--- src/design/rid_pkg.sv ---
// ----------------------------------------------------------------------------
// rid_pkg
// Shared types, codes and defaults of the rotary indexer controller: the item
// and result formats, the request kinds, the configuration register indexes,
// and the command and status groups between controller and datapath.
// ----------------------------------------------------------------------------
package rid_pkg;

  // Fixed field widths.
  localparam int TUBE_W  = 4;
  localparam int SPR_W   = 16;
  localparam int MICRO_W = 9;
  localparam int SPAN_W  = 16;
  localparam int SWEEP_W = SPAN_W + 1;
  localparam int CFG_INDEX_W = 2;
  localparam int CFG_DATA_W  = 16;

  // Defaults for the top-level parameters.
  localparam int DEF_POSITIONS  = 12;
  localparam int DEF_MOVE_WIDTH = 32;

  // Reset values of the configuration registers.
  localparam logic [SPR_W-1:0]   SPR_RESET   = SPR_W'(200);
  localparam logic [MICRO_W-1:0] MICRO_RESET = MICRO_W'(50);
  localparam logic [SPAN_W-1:0]  SPAN_RESET  = SPAN_W'(2200);

  // Configuration register indexes.
  typedef enum logic [CFG_INDEX_W-1:0] {
    CFG_STEPS_PER_REV    = 2'd0,
    CFG_MICROSTEP_FACTOR = 2'd1,
    CFG_HALF_SPAN        = 2'd2
  } cfg_index_t;

  // Request kinds carried by an input item.
  typedef enum logic [1:0] {
    KIND_TICK   = 2'd0,
    KIND_SELECT = 2'd1,
    KIND_HOME   = 2'd2
  } kind_t;

  // One input request.
  typedef struct packed {
    logic [1:0]        kind;
    logic [TUBE_W-1:0] tube;
    logic              center_sensor;
    logic              home_sensor;
  } item_t;

  // One result.
  typedef struct packed {
    logic              step_pulse;
    logic              step_dir;
    logic              motor_enable;
    logic              select_done;
    logic [TUBE_W-1:0] selected_tube;
    logic              center_found;
    logic              busy_res;
  } result_t;

  // Datapath operations on the move counter.
  typedef enum logic [1:0] {
    STEPS_HOLD  = 2'd0,
    STEPS_DEC   = 2'd1,
    STEPS_CLEAR = 2'd2,
    STEPS_LOAD  = 2'd3
  } steps_op_t;

  // Datapath operations on the sweep counter.
  typedef enum logic [1:0] {
    SWEEP_HOLD  = 2'd0,
    SWEEP_CLEAR = 2'd1,
    SWEEP_INC   = 2'd2
  } sweep_op_t;

  // Datapath operations on the travel direction.
  typedef enum logic [1:0] {
    DIR_HOLD    = 2'd0,
    DIR_FORWARD = 2'd1,
    DIR_TARGET  = 2'd2
  } dir_op_t;

  // Commands from the controller to the datapath.
  typedef struct packed {
    logic      load_target;
    logic      calc_mul;
    logic      calc_div;
    steps_op_t steps_op;
    sweep_op_t sweep_op;
    dir_op_t   dir_op;
  } cmd_t;

  // Status from the datapath to the controller.
  typedef struct packed {
    logic [TUBE_W-1:0] cur_pos;
    logic              sel_ok;
    logic              steps_zero;
    logic              travel_dir;
    logic              sweep_hit_span;
    logic              sweep_hit_double;
  } status_t;

endpackage

--- src/design/rid_datapath.sv ---
// ----------------------------------------------------------------------------
// rid_datapath
// Configuration registers, position, move and sweep counters, and the
// three-stage step count calculation of a select request.
// ----------------------------------------------------------------------------
module rid_datapath import rid_pkg::*; #(
  parameter int POSITIONS  = DEF_POSITIONS,
  parameter int MOVE_WIDTH = DEF_MOVE_WIDTH
) (
  input  logic                   clk,
  input  logic                   rst,
  input  logic                   cfg_we,
  input  logic [CFG_INDEX_W-1:0] cfg_index,
  input  logic [CFG_DATA_W-1:0]  cfg_data,
  input  logic [TUBE_W-1:0]      tube,
  input  cmd_t                   cmd,
  output status_t                status
);

  localparam int DIST_W    = TUBE_W + 1;
  localparam int X_W       = TUBE_W + SPR_W;
  localparam int DIV_SHIFT = X_W + 6;
  localparam int RECIP_W   = DIV_SHIFT;
  localparam longint DIV_RECIP_L =
    ((longint'(1) <<< DIV_SHIFT) + longint'(POSITIONS) - 1) / longint'(POSITIONS);
  localparam logic [RECIP_W-1:0] DIV_RECIP = RECIP_W'(DIV_RECIP_L);
  localparam int DPROD_W   = X_W + RECIP_W;
  localparam int SC_W      = X_W + MICRO_W;
  localparam int EXT_W     = (SC_W > MOVE_WIDTH) ? SC_W : MOVE_WIDTH;
  localparam logic [DIST_W-1:0] POS_COUNT = DIST_W'(POSITIONS);

  logic [SPR_W-1:0]      steps_per_rev;
  logic [MICRO_W-1:0]    microstep_factor;
  logic [SPAN_W-1:0]     half_span;
  logic [TUBE_W-1:0]     current_position;
  logic [MOVE_WIDTH-1:0] steps_left;
  logic                  travel_dir;
  logic [SWEEP_W-1:0]    sweep_count;
  logic [TUBE_W-1:0]     move_dist;
  logic [X_W-1:0]        dist_steps;
  logic [X_W-1:0]        quot;

  logic [TUBE_W-1:0]     diff_abs;
  logic [DIST_W-1:0]     diff_other;
  logic [TUBE_W-1:0]     dist_next;
  logic                  dir_next;
  logic [DPROD_W-1:0]    div_prod;
  logic [SC_W-1:0]       scaled;
  logic [EXT_W-1:0]      scaled_ext;
  logic [EXT_W-1:0]      move_max;
  logic [EXT_W-1:0]      move_sat;
  logic [SPAN_W-1:0]     span;
  logic [SWEEP_W-1:0]    sweep_inc;

  // Shorter way round from the current position to the requested one.
  always_comb begin
    diff_abs   = (tube > current_position) ? (tube - current_position)
                                           : (current_position - tube);
    diff_other = POS_COUNT - {1'b0, diff_abs};
    if (diff_other < {1'b0, diff_abs}) begin
      dist_next = diff_other[TUBE_W-1:0];
      dir_next  = (tube > current_position);
    end else begin
      dist_next = diff_abs;
      dir_next  = (tube < current_position);
    end
  end

  // Division by the position count as a multiply by its rounded-up reciprocal,
  // then scaling by the microstep factor with saturation to the move width.
  always_comb begin
    div_prod   = DPROD_W'(dist_steps) * DPROD_W'(DIV_RECIP);
    scaled     = SC_W'(quot) * SC_W'(microstep_factor);
    scaled_ext = EXT_W'(scaled);
    move_max   = EXT_W'({MOVE_WIDTH{1'b1}});
    move_sat   = (scaled_ext > move_max) ? move_max : scaled_ext;
  end

  // Sweep limits; a zero span counts as one step.
  always_comb begin
    span      = (half_span == '0) ? SPAN_W'(1) : half_span;
    sweep_inc = sweep_count + SWEEP_W'(1);
  end

  // Status back to the controller.
  always_comb begin
    status.cur_pos          = current_position;
    status.sel_ok           = ({1'b0, tube} < POS_COUNT) && (tube != current_position);
    status.steps_zero       = (steps_left == '0);
    status.travel_dir       = travel_dir;
    status.sweep_hit_span   = (sweep_inc >= {1'b0, span});
    status.sweep_hit_double = (sweep_inc >= {span, 1'b0});
  end

  // Configuration registers.
  always_ff @(posedge clk) begin
    if (rst) begin
      steps_per_rev    <= SPR_RESET;
      microstep_factor <= MICRO_RESET;
      half_span        <= SPAN_RESET;
    end else if (cfg_we) begin
      case (cfg_index)
        CFG_STEPS_PER_REV:    steps_per_rev    <= cfg_data;
        CFG_MICROSTEP_FACTOR: microstep_factor <= cfg_data[MICRO_W-1:0];
        CFG_HALF_SPAN:        half_span        <= cfg_data;
        default: ;
      endcase
    end
  end

  // Position, direction and counters.
  always_ff @(posedge clk) begin
    if (rst) begin
      current_position <= '0;
      steps_left       <= '0;
      travel_dir       <= 1'b0;
      sweep_count      <= '0;
    end else begin
      if (cmd.load_target) begin
        current_position <= tube;
      end
      case (cmd.dir_op)
        DIR_FORWARD: travel_dir <= 1'b0;
        DIR_TARGET:  travel_dir <= dir_next;
        default: ;
      endcase
      case (cmd.steps_op)
        STEPS_DEC:   steps_left <= steps_left - MOVE_WIDTH'(1);
        STEPS_CLEAR: steps_left <= '0;
        STEPS_LOAD:  steps_left <= move_sat[MOVE_WIDTH-1:0];
        default: ;
      endcase
      case (cmd.sweep_op)
        SWEEP_CLEAR: sweep_count <= '0;
        SWEEP_INC:   sweep_count <= sweep_inc;
        default: ;
      endcase
    end
  end

  // Step count calculation stages.
  always_ff @(posedge clk) begin
    if (cmd.load_target) begin
      move_dist <= dist_next;
    end
    if (cmd.calc_mul) begin
      dist_steps <= X_W'(move_dist) * X_W'(steps_per_rev);
    end
    if (cmd.calc_div) begin
      quot <= X_W'(div_prod >> DIV_SHIFT);
    end
  end

endmodule

--- src/design/rid_ctrl.sv ---
// ----------------------------------------------------------------------------
// rid_ctrl
// Controller: input and result handshakes, the carousel activity (move,
// homing, three centre search sweeps), and the sequencer that steps the
// datapath through the step count calculation of a select request.
// ----------------------------------------------------------------------------
module rid_ctrl import rid_pkg::*; (
  input  logic    clk,
  input  logic    rst,
  input  logic    item_valid,
  output logic    item_stall,
  input  item_t   item,
  output logic    result_valid,
  input  logic    result_stall,
  output result_t result,
  input  status_t status,
  output cmd_t    cmd
);

  typedef enum logic [1:0] {
    SEQ_READY,
    SEQ_MUL,
    SEQ_DIV,
    SEQ_SCALE
  } seq_t;

  typedef enum logic [2:0] {
    MODE_IDLE,
    MODE_MOVE,
    MODE_SWEEP1,
    MODE_SWEEP2,
    MODE_SWEEP3,
    MODE_HOMING
  } mode_t;

  seq_t    seq, seq_next;
  mode_t   mode, mode_next;
  logic    homing_flag, homing_flag_next;
  logic    found_flag, found_flag_next;
  result_t res_next;
  logic    accept;

  // A new request is taken once the calculation is finished and the result
  // register is free or being emptied.
  assign item_stall = (seq != SEQ_READY) || (result_valid && result_stall);
  assign accept     = item_valid && !item_stall;

  // Request decode, activity update and result.
  always_comb begin
    logic  pulse;
    logic  dir;
    logic  done;
    logic  hit;
    mode_t m;

    cmd              = '0;
    seq_next         = seq;
    m                = mode;
    homing_flag_next = homing_flag;
    found_flag_next  = found_flag;
    pulse            = 1'b0;
    dir              = 1'b0;
    done             = 1'b0;
    hit              = 1'b0;

    case (seq)
      SEQ_READY: begin
        if (accept) begin
          case (item.kind)
            KIND_SELECT: begin
              if (status.sel_ok) begin
                cmd.load_target  = 1'b1;
                cmd.dir_op       = DIR_TARGET;
                cmd.sweep_op     = SWEEP_CLEAR;
                homing_flag_next = 1'b0;
                m                = MODE_MOVE;
                seq_next         = SEQ_MUL;
              end
            end
            KIND_HOME: begin
              m                = MODE_HOMING;
              homing_flag_next = 1'b1;
              cmd.sweep_op     = SWEEP_CLEAR;
              cmd.steps_op     = STEPS_CLEAR;
            end
            KIND_TICK: begin
              // Move and homing steps, and the hand-over to the centre search.
              case (mode)
                MODE_MOVE: begin
                  if (!status.steps_zero) begin
                    pulse        = 1'b1;
                    dir          = status.travel_dir;
                    cmd.steps_op = STEPS_DEC;
                  end else begin
                    m = MODE_SWEEP1;
                  end
                end
                MODE_HOMING: begin
                  pulse = 1'b1;
                  if (item.home_sensor) begin
                    cmd.dir_op   = DIR_FORWARD;
                    cmd.sweep_op = SWEEP_CLEAR;
                    m            = MODE_SWEEP1;
                  end
                end
                default: ;
              endcase

              // One centre search step; the sweep counter is zero on entry.
              if (!pulse && (m == MODE_SWEEP1 || m == MODE_SWEEP2 || m == MODE_SWEEP3)) begin
                pulse = 1'b1;
                dir   = status.travel_dir ^ (m == MODE_SWEEP2);
                hit   = (m == MODE_SWEEP2) ? status.sweep_hit_double
                                           : status.sweep_hit_span;
                if (!item.center_sensor || (hit && m == MODE_SWEEP3)) begin
                  found_flag_next  = !item.center_sensor;
                  done             = !homing_flag;
                  homing_flag_next = 1'b0;
                  cmd.sweep_op     = SWEEP_CLEAR;
                  m                = MODE_IDLE;
                end else if (hit) begin
                  cmd.sweep_op = SWEEP_CLEAR;
                  m            = (m == MODE_SWEEP1) ? MODE_SWEEP2 : MODE_SWEEP3;
                end else begin
                  cmd.sweep_op = SWEEP_INC;
                end
              end
            end
            default: ;
          endcase
        end
      end
      SEQ_MUL: begin
        cmd.calc_mul = 1'b1;
        seq_next     = SEQ_DIV;
      end
      SEQ_DIV: begin
        cmd.calc_div = 1'b1;
        seq_next     = SEQ_SCALE;
      end
      SEQ_SCALE: begin
        cmd.steps_op = STEPS_LOAD;
        seq_next     = SEQ_READY;
      end
      default: seq_next = SEQ_READY;
    endcase

    mode_next              = m;
    res_next.step_pulse    = pulse;
    res_next.step_dir      = dir;
    res_next.motor_enable  = pulse || (m != MODE_IDLE);
    res_next.select_done   = done;
    res_next.selected_tube = cmd.load_target ? item.tube : status.cur_pos;
    res_next.center_found  = found_flag_next;
    res_next.busy_res      = (m != MODE_IDLE);
  end

  // Sequencer, activity, flags and the result register.
  always_ff @(posedge clk) begin
    if (rst) begin
      seq          <= SEQ_READY;
      mode         <= MODE_IDLE;
      homing_flag  <= 1'b0;
      found_flag   <= 1'b0;
      result_valid <= 1'b0;
    end else begin
      seq         <= seq_next;
      mode        <= mode_next;
      homing_flag <= homing_flag_next;
      found_flag  <= found_flag_next;
      if (accept) begin
        result_valid <= 1'b1;
      end else if (!result_stall) begin
        result_valid <= 1'b0;
      end
    end
    if (accept) begin
      result <= res_next;
    end
  end

endmodule

--- src/design/rotary_indexer_controller.sv ---
// ----------------------------------------------------------------------------
// rotary_indexer_controller
// Step sequencer for a carousel with a fixed number of positions.
// ----------------------------------------------------------------------------
// Requests arrive on the item channel (item_valid / item_stall / item): a
// tick, a select request or a homing request. Every request produces exactly
// one result on the result channel (result_valid / result_stall / result)
// with the step issued for it and the status after it.
// The result of a request is registered at the edge that takes the request,
// so it appears in the following cycle. Ticks can follow back to back while
// the result channel does not stall. A select request that starts a move
// holds item_stall high while, after the accepting cycle, the step count goes
// through a multiply by steps per revolution, a reciprocal multiply for the
// division by the position count and a multiply by the microstep factor.
// While a result waits under result_stall, item_stall stays high; nothing is
// dropped. Configuration writes use cfg_valid / cfg_ready / cfg_index /
// cfg_data, are always ready and must be issued only while the block is idle.
// A synchronous reset returns the carousel to position 0, idle, with the
// default configuration; no result is pending after reset.
// ----------------------------------------------------------------------------
module rotary_indexer_controller import rid_pkg::*; #(
  parameter int POSITIONS  = DEF_POSITIONS,
  parameter int MOVE_WIDTH = DEF_MOVE_WIDTH
) (
  input  logic                   clk,
  input  logic                   rst,
  input  logic                   item_valid,
  output logic                   item_stall,
  input  item_t                  item,
  output logic                   result_valid,
  input  logic                   result_stall,
  output result_t                result,
  input  logic                   cfg_valid,
  output logic                   cfg_ready,
  input  logic [CFG_INDEX_W-1:0] cfg_index,
  input  logic [CFG_DATA_W-1:0]  cfg_data
);

  cmd_t    cmd;
  status_t status;

  // Configuration writes are taken in any cycle.
  assign cfg_ready = 1'b1;

  rid_ctrl u_ctrl (
    .clk          (clk),
    .rst          (rst),
    .item_valid   (item_valid),
    .item_stall   (item_stall),
    .item         (item),
    .result_valid (result_valid),
    .result_stall (result_stall),
    .result       (result),
    .status       (status),
    .cmd          (cmd)
  );

  rid_datapath #(
    .POSITIONS  (POSITIONS),
    .MOVE_WIDTH (MOVE_WIDTH)
  ) u_datapath (
    .clk       (clk),
    .rst       (rst),
    .cfg_we    (cfg_valid && cfg_ready),
    .cfg_index (cfg_index),
    .cfg_data  (cfg_data),
    .tube      (item.tube),
    .cmd       (cmd),
    .status    (status)
  );

  // The step count calculation runs its stages in order.
  assert property (@(posedge clk) disable iff (rst) cmd.calc_mul |=> cmd.calc_div)
    else $error("step count division did not follow the multiply");

  // No request is taken while the move counter is being loaded.
  assert property (@(posedge clk) disable iff (rst)
    (cmd.steps_op == STEPS_LOAD) |-> item_stall)
    else $error("request taken during step count calculation");

  // A result without a step reports the forward direction.
  assert property (@(posedge clk) disable iff (rst)
    result_valid |-> (result.step_pulse || !result.step_dir))
    else $error("step direction set without a step");

  // A step always comes with the motor enabled.
  assert property (@(posedge clk) disable iff (rst)
    (result_valid && result.step_pulse) |-> result.motor_enable)
    else $error("step issued with motor disabled");

endmodule
--- config.mk ---
export PLATFORM = sky130hd
export DESIGN_NAME = rotary_indexer_controller
export DESIGN_NICKNAME = d
export VERILOG_FILES = /design/src/design/rid_pkg.sv /design/src/design/rid_datapath.sv /design/src/design/rid_ctrl.sv /design/src/design/rotary_indexer_controller.sv
export SDC_FILE = /design/constraint.sdc
export NUM_CORES = 1
export LEC_CHECK = 0
export BUFFER_PORTS_ARGS = -buffer_cell sky130_fd_sc_hd__buf_2
export CORE_ASPECT_RATIO = 2
export CORE_MARGIN = 4
export CORE_UTILIZATION = 50
export CTS_CLUSTER_SIZE = 30
export DETAILED_ROUTE_END_ITERATION = 6
export PLACE_DENSITY = 0.66
export SYNTH_ARGS = -nofsm -noshare
export SYNTH_HDL_FRONTEND = slang
export SYNTH_SLANG_ARGS = --single-unit
--- constraint.sdc ---
create_clock -name clk -period 18.4 [get_ports clk]
set_input_delay 3.68 -clock clk [delete_from_list [all_inputs] [get_ports clk]]
set_output_delay 3.68 -clock clk [all_outputs]
set_load 0.03 [all_outputs]
Word level (Yosys, flattened, before mapping)
Index checks and enable logic that the tools add are counted.

Memories kept: 0. RAM bits: 0. Flip-flop bits (word level): 154. Bits of input ports: 31. Latch bits: 0. Memory bits (read-only): 0.

Eq/ne operators: 27. Multiply operators: 3. Bitwise logic cells: 1. $lt $le $gt $ge: 6. Add/sub/neg operators: 5. Multiplexer cells: 70. Reductions and logical operators: 32. Shifts and indexed selects: 0. Divide/modulo/power cells: 0.

Operators by type and width (number): 32-bit one-hot mux with 3 select lines (1); 20-bit by 22-bit multiplier with 42-bit output, second input constant (1); 3-bit two-way mux (14); 17-bit one-hot mux with 2 select lines (1); 32-bit logical NOT (1); 32-bit by 1-bit subtractor with 32-bit output, second input constant (1); 1-bit two-way mux (31); 17-bit by 9-bit multiplier with 26-bit output (1); 4-bit by 16-bit multiplier with 20-bit output (1); 4-bit two-way mux (5); 17-bit by 1-bit adder with 17-bit output, second input constant (1); 17-bit by 16-bit >= comparator with 1-bit output (1); 17-bit >= comparator (1); 2-bit == test, second input constant (8); 16-bit logical NOT (1); 16-bit two-way mux (1); 2-bit by 1-bit == test with 1-bit output, second input constant (6); 2-bit two-way mux (6); 2-bit one-hot mux with 2 select lines (3); 3-bit one-hot mux with 3 select lines (1); 3-bit nonzero test (3); 2-bit by 1-bit != test with 1-bit output, second input constant (4); 2-bit one-hot mux with 4 select lines (1); 2-bit AND reduction (4); other kinds (25) (46).

Depth between registers and ports, before layout
Depth after elaboration: 17. Mapped depth: 24. Depth with buffers taken out: 23.

By module
A second synthesis with hierarchy kept.

Cell total of the unflattened synthesis: 2193. Area total of the unflattened synthesis: 19976.7 sq um.

By module, submodules not included: rid_datapath (times used 1, sequential area each 3133.0 sq um, area an instance 18689.2 sq um, cells an instance 2047); rid_ctrl (times used 1, sequential area each 460.4 sq um, area an instance 1276.2 sq um, cells an instance 144); rotary_indexer_controller (times used 1, sequential area each 0.0 sq um, area an instance 11.3 sq um, cells an instance 2).

Least setup slack after synthesis
No wires, ideal clock.

Path kind: input to output. Start: in result_stall. End: out item_stall. Data required time: 14720 ps. Setup slack: 10718 ps. Path buffers: 0. Cell stages on the path: 2. Arrival: 4002 ps. Path through: nand2_1 nand2_1.

Word-level cells in the longest chain between the ends: 2.

Ends and longest elaborated chain: start, declared (RTL line rotary_indexer_controller.sv:31) `input logic result_stall,`; 1-bit logical AND (RTL line rid_ctrl.sv:45) `assign item_stall = (seq != SEQ_READY) || (result_valid && result_stall);`; 1-bit logical OR (RTL line rid_ctrl.sv:45); end, declared (RTL line rotary_indexer_controller.sv:28) `output logic item_stall,`.

Every way passes these cells.

Worst setup path in the final report
Ends and elaborated chain as after synthesis.

==> run summary <==
Status = finished, final reports clean
Area of the multi-input gates = 14,900 um2
Xor and xnor area share after synthesis = 0.03600
Layout net count = 2,792
Post-synth top flop = dfxtp_1
Top routing layer in use = met4
Worst path cell trace = buf_2, nand2_1, nand2_1, buf_2
Slew at the pin with the worst max-slew slack = 1.064 ns
Synthesized area per cell = 9.049 um2
Worst hold path type = register to register
Final Instance Area = 21,390 um2
Num ports = 44
Vias in the first global route = 16,690
Fillers = 3,696
Mapped Area = 20,160 um2
Hold buffer count at CTS = 0
Largest family of logic cells by synthesized area = adder cells
Global-route wire length before repair = 78.94 mm
Critical path type = primary input to primary output
Vias = 15,140
Number of buffers added for setup after CTS = 0
Crit. End Element = primary output
Area share of the largest cell type after synthesis = 0.2502
Worst path bufs/invs = 2
Full die area = 43,790 um2
Required @ worst endpoint = 14.72 ns
Hold slack = 0.4630 ns
Crit-path leading delay family = buffers and inverters
Setup violations, final = 0
CTS clk-pin slew, worst paths = 0.07 ns
CTS max path bufs = 2
Final ANT Viol Nets = 0
Final period util = 0.4253
GPL Wtd Cong = 0.9055
Layout cells sized above 1 = 0.04736
EDFF count, synth = 51
Unique cell type count in the Yosys netlist = 79
Setup_tns = 0 ns
Detailed Place HPWL = 38.67 mm
Die Wd = 150.0 um
# DRC = 0
Total congestion overflow = 0
Max_cap viols = 0
Met2 WL post-DR = 26.27 mm
Mux contribution to synthesized area = 0.008502
Storage cell area = 3593 um2
Synth area leaders = fa_1, ha_1, dfxtp_1
Drt initial violations = 528
Max-slew violations = 0
Skew-Pair Late Insertion Delay = 0.46 ns
Post-cts resize count = 0
Post-synthesis sequential area ratio = 0.1782
Drt total wl = 45.90 mm
Layout area overhead = 6.107%
Area after DPL = 20,810 um2
Top post-synthesis cells by count = inv_1, ha_1, nand2_1
Post-Synthesis Cells = 2,228
Antenna violations before repair = 0
Vias per cell = 5.479
FP Rows = 103
Synth Area in Adders = 0.4265
Top-count cell post-synth = inv_1
WP data arrival = 4.15 ns
Total track usage = 0.2230
Average routed wire per standard cell = 16.61 um
Met3 Routed Length = 1.012 mm
Max FO, Critical Path = 4
Fmax = 0.1278 GHz
Worst Clk Skew = 0.01126 ns
ANT cells = 0
Met1 wire length = 16.05 mm
Crit start category = primary input
Endpoints failing hold = 0
Inserted Clock Buffers = 17
CTS H-tree depth = 4
Post-synth top area cell = fa_1
Slew HR = 0.2909
Largest net degree at the start of global routing = 96
Root buf cell = clkbuf_16
Die Height = 292.0 um
IO Port Bufs = 42
Max incr delay on CP = 0.19 ns
Compound-Gate Fraction of Synth Area = 0.1066
CTS tree = done
Min cycle time layout = 7.825 ns
Pre-antenna DRT Iters = 7
Yosys Warn Count = 0
Placeable Area = 39,690 um2
Slowest CP cell = buf_2
Clock sink count = 154
Asr flop ratio synth = 0
Number of synthesized register bits = 154
Initial Utilization = 0.5079
Syn Nets = 2,795
RSZ-0062 raised after global routing = false
Post-Synth Simple-Gate Area = 0.1613
## through the flow
step                      instances  setup slack (ns)  utilization
after floorplan                2228             10.72            -
after global placement         2731             10.58       0.5243
after detailed placement       2731             10.57       0.5243
after CTS                      2763             10.57       0.5389
after global routing           2763             10.54       0.5389
final                          2763             10.57       0.5389
## flip-flops by register name, summed over array words and instances, names as in the netlist, 2 cells and up
name and cells:
u_datapath.move_dist 4, u_datapath.steps_left 32, u_ctrl.result 10, u_ctrl.mode 3
u_ctrl.seq 2, u_datapath.quot 17, u_datapath.current_position 4, u_datapath.sweep_count 17
u_datapath.microstep_factor 9, u_datapath.half_span 16, u_datapath.dist_steps 20, u_datapath.steps_per_rev 16
## worst paths after layout
check,slack (ns),to,cells after the start,startpoint
worst max register to register,11.19,u_datapath.quot[14],23,u_datapath.dist_steps[16]
worst max-delay path,10.57,item_stall,4,result_stall
worst min-delay path,0.46,u_datapath.half_span[0],2,u_datapath.half_span[0]
worst min register to register,0.46,u_datapath.half_span[0],2,u_datapath.half_span[0]
## cells by family after synthesis
| logic type | after synthesis |
|---|---|
| simple gates | 667 |
| fa+ha+maj | 536 |
| buf+inv | 442 |
| compound gates | 329 |
| flops | 154 |
| xor+xnor | 82 |
| mux | 17 |
| other cells | 1 |
## placed cells by master, fill, tap and decap left out, types with 26 or more instances in the layout
master,instances
dfxtp_1,103
xnor2_1,50
inv_1,370
o21ai_0,38
fa_1,252
nand3_1,26
edfxtp_1,51
nor2_1,110
and2_1,84
nand2_1,273
buf_2,42
xor2_1,31
nor3_1,42
nor2b_1,27
ha_1,284
a21oi_1,114
a21o_1,48
## worst min-delay path, stage by stage, from the launching register on
cell and delay, ns:
dfxtp_1 0.32, nand2_1 0.05, a21oi_1 0.05
## per-layer routing
layer,global-route usage,up-vias
met3,0.02609,119
met5,0,-
met1,0.2227,7470
met4,0.1236,0
li1,-,7291
met2,0.4337,258
## layout make-up
type,instances,area share
Clock buffer,18,0.02006
Clock inverter,14,0.007136
Inverter,370,0.06492
Multi-Input combinational cell,1632,0.6966
Sequential cell,154,0.1680
Tap cell,525,0.03071
Timing Repair Buffer,50,0.01263
Power is left out: the tool's default activity adds up to more than one toggle a clock period on the data nets, which glitch-free logic cannot reach.
